==> config.mk <==
export PLATFORM = sky130hd
export DESIGN_NAME = block_peak_agc_core
export DESIGN_NICKNAME = d
export VERILOG_FILES = /design/src/sv/bpagc_pkg.sv /design/src/sv/bpagc_store.sv /design/src/sv/bpagc_mul.sv /design/src/sv/block_peak_agc_core.sv
export SDC_FILE = /design/constraint.sdc
export NUM_CORES = 2
export LEC_CHECK = 0
export ABC_CLOCK_PERIOD_IN_PS = 6900
export BUFFER_PORTS_ARGS = -buffer_cell sky130_fd_sc_hd__buf_2
export CORE_MARGIN = 3
export CORE_UTILIZATION = 40
export DETAILED_ROUTE_END_ITERATION = 16
export SKIP_LAST_GASP = 1
export SLEW_MARGIN = 0
export SYNTH_ARGS = -nofsm -noshare
export SYNTH_HDL_FRONTEND = slang
export SYNTH_SLANG_ARGS = --single-unit
==> constraint.sdc <==
create_clock -name i_clk -period 6.9 [get_ports i_clk]
set_input_delay 0.345 -clock i_clk [delete_from_list [all_inputs] [get_ports i_clk]]
set_output_delay 0.345 -clock i_clk [all_outputs]
set_load 0.01 [all_outputs]
==> src/sv/bpagc_pkg.sv <==
`default_nettype none
package bpagc_pkg;

    localparam int BLOCK_LEN_DEF = 64;

    localparam int SAMPLE_W = 16;
    localparam int GAIN_W   = 24;
    localparam int STEP_W   = 16;

    // shared multiplier: unsigned gain as signed 25 bits, operand as signed 17 bits
    localparam int MUL_A_W = GAIN_W + 1;
    localparam int MUL_B_W = SAMPLE_W + 1;
    localparam int PROD_W  = MUL_A_W + MUL_B_W;

    localparam logic [GAIN_W-1:0] GAIN_RESET = 24'h010000;
    localparam logic [GAIN_W-1:0] GAIN_MAX   = 24'hFFFFFF;
    localparam logic [STEP_W-1:0] STEP_RESET = 16'd3277;
    localparam logic signed [PROD_W-1:0] GAIN_ONE_Q28 = PROD_W'(64'd1 << 28);

    typedef struct packed {
        logic signed [SAMPLE_W-1:0] sample_in;
        logic                       block_end;
    } t_in_item;

    typedef struct packed {
        logic signed [SAMPLE_W-1:0] sample_out;
        logic                       out_last;
    } t_out_item;

    typedef enum logic [2:0] {
        ST_LOAD,
        ST_GMUL,
        ST_GUPD,
        ST_READ,
        ST_DRAIN
    } t_state;

endpackage
`default_nettype wire

==> src/sv/bpagc_store.sv <==
`default_nettype none
module bpagc_store #(
    parameter int DEPTH = bpagc_pkg::BLOCK_LEN_DEF,
    parameter int AW    = (DEPTH > 1) ? $clog2(DEPTH) : 1
) (
    input  wire logic                          i_clk,
    input  wire logic                          i_we,
    input  wire logic [AW-1:0]                 i_waddr,
    input  wire logic [bpagc_pkg::SAMPLE_W-1:0] i_wdata,
    input  wire logic                          i_re,
    input  wire logic [AW-1:0]                 i_raddr,
    output logic      [bpagc_pkg::SAMPLE_W-1:0] o_rdata
);

    logic [bpagc_pkg::SAMPLE_W-1:0] r_mem [DEPTH];

    always_ff @(posedge i_clk) begin
        if (i_we) begin
            r_mem[i_waddr] <= i_wdata;
        end
    end

    always_ff @(posedge i_clk) begin
        if (i_re) begin
            o_rdata <= r_mem[i_raddr];
        end
    end

endmodule
`default_nettype wire

==> src/sv/bpagc_mul.sv <==
`default_nettype none
module bpagc_mul (
    input  wire logic                                i_clk,
    input  wire logic                                i_en,
    input  wire logic signed [bpagc_pkg::MUL_A_W-1:0] i_a,
    input  wire logic signed [bpagc_pkg::MUL_B_W-1:0] i_b,
    output logic      signed [bpagc_pkg::PROD_W-1:0]  o_prod
);

    always_ff @(posedge i_clk) begin
        if (i_en) begin
            o_prod <= bpagc_pkg::PROD_W'(i_a) * bpagc_pkg::PROD_W'(i_b);
        end
    end

endmodule
`default_nettype wire

==> src/sv/block_peak_agc_core.sv <==
`default_nettype none
// channel  | handshake              | payload
// ---------+------------------------+---------------------------------
// input    | i_start, o_busy        | i_item (t_in_item)
// result   | o_strobe               | o_result (t_out_item)
// config   | i_cfg_we               | i_cfg_wdata (gain_step, Q0.16)
//
// A sample is taken while the block is loading. The sample that closes a
// block starts the replay, and the block stays busy through the gain update
// through the shared multiplier, then one memory read per cycle for the n
// stored samples, then the draining of the read/multiply/round pipeline.
// Results come one per cycle and cannot be stalled. Reset clears the control
// state and restores the default gain and step.
module block_peak_agc_core #(
    parameter int BLOCK_LEN = bpagc_pkg::BLOCK_LEN_DEF
) (
    input  wire logic                          i_clk,
    input  wire logic                          i_rst_n,
    input  wire logic                          i_start,
    output logic                               o_busy,
    input  wire bpagc_pkg::t_in_item           i_item,
    output logic                               o_strobe,
    output bpagc_pkg::t_out_item               o_result,
    input  wire logic                          i_cfg_we,
    input  wire logic [bpagc_pkg::STEP_W-1:0]  i_cfg_wdata
);

    localparam int AW = (BLOCK_LEN > 1) ? $clog2(BLOCK_LEN) : 1;
    localparam int CW = $clog2(BLOCK_LEN + 1);
    localparam logic [CW-1:0] FILL_FULL = CW'(BLOCK_LEN);

    localparam int SW = bpagc_pkg::SAMPLE_W;
    localparam int GW = bpagc_pkg::GAIN_W;
    localparam int PW = bpagc_pkg::PROD_W;

    bpagc_pkg::t_state r_state, n_state;

    logic [CW-1:0]           r_fill;
    logic [SW-1:0]           r_peak;
    logic [GW-1:0]           r_gain;
    logic [bpagc_pkg::STEP_W-1:0] r_step;
    logic [AW-1:0]           r_rd_addr;
    logic                    r_v1, r_l1, r_v2, r_l2;

    logic                    w_accept, w_close, w_issue_last;
    logic [CW-1:0]           w_fill_inc;
    logic [SW-1:0]           w_mag;
    logic [SW-1:0]           w_rdata;
    logic                    w_rd_en, w_mul_peak;
    logic signed [bpagc_pkg::MUL_B_W-1:0] w_mul_b;
    logic signed [PW-1:0]    w_prod;
    logic signed [PW-1:0]    w_round;
    logic signed [PW-17:0]   w_shift;
    logic signed [SW-1:0]    w_sat;
    logic [GW:0]             w_gain_up;

    assign w_accept   = i_start && !o_busy;
    assign w_fill_inc = r_fill + CW'(1);
    assign w_close    = i_item.block_end || (w_fill_inc == FILL_FULL);
    assign w_mag      = i_item.sample_in[SW-1] ? SW'(~i_item.sample_in + SW'(1))
                                               : i_item.sample_in;
    assign w_issue_last = (CW'(r_rd_addr) == r_fill - CW'(1));

    // next state
    always_comb begin
        n_state = r_state;
        unique case (r_state)
            bpagc_pkg::ST_LOAD:  if (w_accept && w_close) n_state = bpagc_pkg::ST_GMUL;
            bpagc_pkg::ST_GMUL:  n_state = bpagc_pkg::ST_GUPD;
            bpagc_pkg::ST_GUPD:  n_state = bpagc_pkg::ST_READ;
            bpagc_pkg::ST_READ:  if (w_issue_last) n_state = bpagc_pkg::ST_DRAIN;
            bpagc_pkg::ST_DRAIN: if (!r_v1 && !r_v2) n_state = bpagc_pkg::ST_LOAD;
            default:             n_state = bpagc_pkg::ST_LOAD;
        endcase
    end

    // outputs of the sequencer
    always_comb begin
        o_busy     = 1'b1;
        w_rd_en    = 1'b0;
        w_mul_peak = 1'b0;
        unique case (r_state)
            bpagc_pkg::ST_LOAD:  o_busy = 1'b0;
            bpagc_pkg::ST_GMUL:  w_mul_peak = 1'b1;
            bpagc_pkg::ST_GUPD:  ;
            bpagc_pkg::ST_READ:  w_rd_en = 1'b1;
            bpagc_pkg::ST_DRAIN: ;
            default:             ;
        endcase
    end

    bpagc_store #(
        .DEPTH (BLOCK_LEN),
        .AW    (AW)
    ) u_store (
        .i_clk   (i_clk),
        .i_we    (w_accept),
        .i_waddr (r_fill[AW-1:0]),
        .i_wdata (i_item.sample_in),
        .i_re    (w_rd_en),
        .i_raddr (r_rd_addr),
        .o_rdata (w_rdata)
    );

    assign w_mul_b = w_mul_peak ? {1'b0, r_peak} : {w_rdata[SW-1], w_rdata};

    bpagc_mul u_mul (
        .i_clk  (i_clk),
        .i_en   (w_mul_peak || r_v1),
        .i_a    ({1'b0, r_gain}),
        .i_b    (w_mul_b),
        .o_prod (w_prod)
    );

    // round half up, then saturate to Q4.12
    assign w_round = w_prod + PW'(32768);
    assign w_shift = w_round[PW-1:16];
    always_comb begin
        priority if (w_shift > (PW-16)'(32767)) begin
            w_sat = 16'sh7FFF;
        end else if (w_shift < -(PW-16)'(32768)) begin
            w_sat = 16'sh8000;
        end else begin
            w_sat = w_shift[SW-1:0];
        end
    end

    assign w_gain_up = {1'b0, r_gain} + (GW+1)'(r_step);

    always_ff @(posedge i_clk) begin
        if (!i_rst_n) begin
            r_state  <= bpagc_pkg::ST_LOAD;
            r_fill   <= '0;
            r_peak   <= '0;
            r_gain   <= bpagc_pkg::GAIN_RESET;
            r_step   <= bpagc_pkg::STEP_RESET;
            r_v1     <= 1'b0;
            r_v2     <= 1'b0;
            o_strobe <= 1'b0;
        end else begin
            r_state  <= n_state;
            r_v1     <= w_rd_en;
            r_v2     <= r_v1;
            o_strobe <= r_v2;
            if (i_cfg_we) begin
                r_step <= i_cfg_wdata;
            end
            if (w_accept) begin
                r_fill <= w_fill_inc;
                if (w_mag > r_peak) begin
                    r_peak <= w_mag;
                end
            end
            if (r_state == bpagc_pkg::ST_GUPD) begin
                r_peak <= '0;
                priority if (r_peak != '0 && w_prod < bpagc_pkg::GAIN_ONE_Q28) begin
                    r_gain <= w_gain_up[GW] ? bpagc_pkg::GAIN_MAX : w_gain_up[GW-1:0];
                end else if (w_prod > bpagc_pkg::GAIN_ONE_Q28) begin
                    r_gain <= (r_gain > GW'(r_step)) ? r_gain - GW'(r_step) : '0;
                end else begin
                    r_gain <= r_gain;
                end
            end
            if (r_state == bpagc_pkg::ST_DRAIN && n_state == bpagc_pkg::ST_LOAD) begin
                r_fill <= '0;
            end
        end
    end

    // payload registers
    always_ff @(posedge i_clk) begin
        if (r_state == bpagc_pkg::ST_GUPD) begin
            r_rd_addr <= '0;
        end else if (w_rd_en) begin
            r_rd_addr <= r_rd_addr + AW'(1);
        end
        r_l1 <= w_issue_last;
        r_l2 <= r_l1;
        if (r_v2) begin
            o_result.sample_out <= w_sat;
            o_result.out_last   <= r_l2;
        end
    end

endmodule
`default_nettype wire

==> flow_results.org <==
** Routing
- Once detail routing completed, the nets flagged for antenna violations numbered 0.
- Drt drc :: 0
- The routed layout has 35.4k vias.
- First-pass detailed-route iteration total :: 7
- Summed over all layers, the routed wires come to about 160 mm.
- Using the TritonRoute via totals, the vias-per-cell ratio works out to about 5.5.
- In the final routed layout, each cell accounts on average for about 25 um.
- The detailed router finished its first iteration with roughly 3k violations.

** Timing
- Across the routed clock network, the largest skew measured is 43.4 ps.
- Maximum clock rate :: ~0.14 GHz
- Hold Violations, Final :: 0
- The number of pins exceeding their max-slew limit in the final report came to 0.
- The worst path in the final design needs a cycle of just under 7000 ps, including I/O delays and setup.
- Final period utilization :: 100%
- Max transition margin :: between 20% and 30%
- Setup repair after global routing could not meet its margin everywhere.
- Pin slew with the least headroom to its limit :: about 1200 ps
- Once routing completed, OpenROAD measured the worst setup slack at -9.94 ps.
- Setup violations remaining at the end of the flow were counted as 1.

** Clock tree
- After clock tree synthesis, the clock-pin slew on the worst setup and hold paths is around 60 ps.
- CTS sink cnt :: ~1.2k
- H-tree levels :: 4
- Buffers inserted during clock tree synthesis total 130.
- Clock tree from TritonCTS :: yes
- The tree is rooted in a clkbuf_16.
- Clock latency on the worst-skew pair, taken at its later pin, is 760 ps.
- Longest Clk Path Bufs :: 3

** Pwr
- Power density over cell area :: just under 300 nW/um2
- In this run the static leakage power is around 0.025 uW.
- Across the VDD grid, the largest voltage drop is 0.251 mV.

** Critical path
- STA puts the critical path data arrival time at approximately 7400 ps.
- Type of element capturing the critical path :: register
- Category of the critical setup timing path :: reg -> reg
- Worst-path fanout max :: 7
- Crit path launch type :: register
- Required time worst endpoint :: 7420 ps

** Place
- Routability-driven placement finished with a final weighted congestion of slightly below 0.9.
- IO Port Bufs :: 55
- DP Wirelength :: roughly 100 mm
- Timing analysis after detailed placement gives a worst setup slack of -344 ps.

** Layout
- Layout cells sized above 1 :: roughly 22%
- Core Util, Final :: between 40% and 50%
- Relative area change from synthesis to final layout :: 15.3%
- Count of nets after finishing :: between 4k and 5k

** GRT
- Grt total ovfl :: 0
- Global routing used between 20% and 30% of the available tracks.
- The first global-routing pass estimated 237 mm of wire.
- The number of antenna violations at the first check in global routing is 6.
- The via count of the first global-routing pass was around 36k.
- Largest net degree at the start of global routing :: between 90 and 100

** Die
- Initial cell density of the core :: 40.4%
- The die is between 300 and 400 um wide.
- Die ar. :: between 150,000 and 200,000 um2
- # IOs :: 56
- From bottom edge to top edge, the die measures between 300 and 400 um.
- The floorplan step defined a core boundary enclosing 152,000 um2.
- FP Rows :: between 100 and 150

** Logic synthesis
- The number of nets in the synthesized netlist is 4,623.
- Post-synthesis async set-or-reset flop share :: 0%
- Of the synthesized area, sequential elements account for around 56%.
- Number of instances in the synthesized netlist :: 4,060
- Synthesized area divided by synthesized cell count :: ~15 um2
- The cell area that synthesis handed to floorplanning was approximately 62,000 um2.
- Number of warnings printed during yosys synthesis :: 0
- Post-synthesis sequential element count :: about 1.2k
- Yosys mapped the design onto 89 distinct sky130hd cell types.
- Most used flip-flop cell after synthesis :: edfxtp_1
- Number of enable-type register cells in the synthesized netlist :: between 1k and 1.5k

** Run
- The tool flagged a number of max-cap violations equal to 0.

** Worst hold path
- Worst hold path class :: in -> reg

** Outcome
- Violations in the final reports :: setup timing
- Run status :: complete, but fails checks
-- cells in the final DEF, fill, tap and decap left out, types with 10 or more instances in the layout --
cell	n
a31oi_1	10
bufinv_16	12
buf_12	15
ha_4	10
and2_1	135
fa_1	323
mux4_2	336
nor2_1	167
inv_1	447
nand2_1	289
o211ai_1	15
a21oi_1	92
a211oi_1	13
o21bai_1	12
clkinv_1	26
xor2_1	32
or3_1	12
o31ai_1	13
buf_4	260
buf_2	55
dlygate4sd3_1	17
nor2b_1	60
o21a_1	13
clkbuf_1	27
a21o_1	29
o21ai_0	68
nor2_2	28
clkbuf_16	135
nand4_1	19
ha_1	182
nor4_1	19
nor3_1	26
nand2b_1	25
mux2_4	14
xnor2_1	55
edfxtp_1	1099
mux2i_1	31
nand3_1	39
dfxtp_1	72
-- path summary, 6_finish.rpt --
kind,from,to,slack [ps],cells after the start
worst max-delay path,r_state[0],u_mul.o_prod[37],-10,27
worst min register to register,r_l1,r_l2,320,0
worst min-delay path,i_rst_n,r_step[0],80,3
worst max register to register,r_state[0],u_mul.o_prod[37],-10,27
-- per-layer routing --
| layer | up-vias | track usage (%) | wire [um] |
|---|---|---|---|
| met2 | 1228 | 34.3 | 81200 |
| li1 | 15400 | - | - |
| met1 | 18500 | 26.8 | 65100 |
| met4 | 2 | 5.28 | 3630 |
| met5 | - | 0 | 17 |
| met3 | 238 | 3.81 | 11500 |
-- power breakdown --
| part | internal [uW] | leakage (uW) | switching [uW] |
|---|---|---|---|
| clock network | 4030 | 0.00204 | 2880 |
| registers | 8050 | 0.0105 | 190 |
| logic | 2600 | 0.0129 | 2990 |
| total | 14700 | 0.0255 | 6060 |
-- per-stage QoR --
stage | setup TNS (ps) | total power (uW) | std cells | area (um2) | hold WS, ps
after floorplan | 0 | 11800 | 4060 | 61600 | 310
after global placement | -2090 | 13500 | 6201 | 65800 | 314
after detailed placement | -2500 | 13600 | 6201 | 65800 | 314
after CTS | 0 | 20700 | 6447 | 70400 | 25.1
after global routing | -2290 | 21800 | 6479 | 71000 | 56.1
final | -9.94 | 20700 | 6481 | 71000 | 79.3
-- final cells by class --
cell class | instances | area [um2]
clock buffer | 161 | 3440
timing repair buffer | 357 | 2840
multi-input combinational | 2237 | 25100
clock inverter | 63 | 806
antenna | 2 | 5.00
sequential | 1176 | 34600
inverter | 455 | 1710
tap | 2030 | 2540
fill | 13200 | 81500
-- synth_stat cells (9+ instances only) --
cell | n | area [um2]
nand2_1 | 295 | 1110
nand3_1 | 41 | 205
and2_1 | 135 | 845
a31oi_1 | 12 | 75.1
o221ai_1 | 9 | 78.8
mux4_2 | 336 | 7570
buf_2 | 32 | 160
a21oi_1 | 101 | 505
a221o_1 | 9 | 90.1
nor3_1 | 28 | 140
nor4_1 | 20 | 125
nor2_1 | 194 | 728
o21bai_1 | 12 | 90.1
nand2b_1 | 26 | 163
a21o_1 | 29 | 218
or3_1 | 14 | 87.6
buf_1 | 10 | 37.5
a211oi_1 | 14 | 105
o211ai_1 | 15 | 113
dfxtp_1 | 77 | 1540
o21ai_0 | 71 | 355
nand4_1 | 19 | 119
edfxtp_1 | 1099 | 33000
inv_1 | 452 | 1700
o21a_1 | 13 | 97.6
clkbuf_1 | 149 | 559
xnor2_1 | 55 | 482
mux2i_1 | 33 | 330
fa_1 | 331 | 6630
mux2_2 | 13 | 146
ha_1 | 195 | 2440
o31ai_1 | 13 | 97.6
nor2b_1 | 61 | 382
xor2_1 | 32 | 280
-- flip-flops by register name, indices dropped and copies added, names as in the netlist --
register,cells
u_mul.o_prod,42
o_strobe,1
r_fill,7
r_l2,1
r_state,3
u_store.o_rdata,16
o_result,17
r_l1,1
r_v1,1
u_store.r_mem,1024
r_v2,1
r_step,16
r_peak,16
r_rd_addr,6
r_gain,24
-- what timing repair did --
| item | CTS | global route |
|---|---|---|
| buffers inserted | 4 | 26 |
| hold buffers | 17 | 0 |
| pin swaps | 23 | 31 |
| cloned | 1 | 7 |
| gates resized for setup | 34 | 55 |
| setup endpoints to repair | 11 | 18 |
| hold endpoints to repair | 17 | 0 |
-- cell families (layout without fill, tap and decap cells) --
| logic type | count (synthesis) | in the layout | synth area share, % |
|---|---|---|---|
| AO/OA/AOI/OAI | 358 | 358 | 3.86 |
| XOR/XNOR | 87 | 87 | 1.24 |
| adder cells (fa/ha/maj) | 526 | 526 | 14.7 |
| buffers and inverters | 652 | 1036 | 4.08 |
| flip-flops | 1176 | 1176 | 56.1 |
| multiplexers | 382 | 387 | 13.1 |
| other | 0 | 2 | 0 |
| AND/OR/NAND/NOR | 879 | 879 | 6.94 |
-- worst max-delay path, cell delays in order (launching register included) --
cell,delay [ps]
dfxtp_1,340
inv_2,60
nor3_4,170
buf_6,160
buf_8,140
mux2_4,390
and2_1,200
fa_1,500
inv_1,50
fa_1,530
inv_1,50
fa_1,510
fa_1,440
fa_1,490
inv_1,50
fa_1,480
inv_1,60
ha_4,290
a21o_1,140
a21oi_1,50
or3_4,330
a31o_4,230
a31oi_4,180
a221oi_4,100
o211ai_1,250
a41oi_2,170
nor2b_2,200
xnor2_1,120
Note: power is estimated with default switching activity, not from simulation.
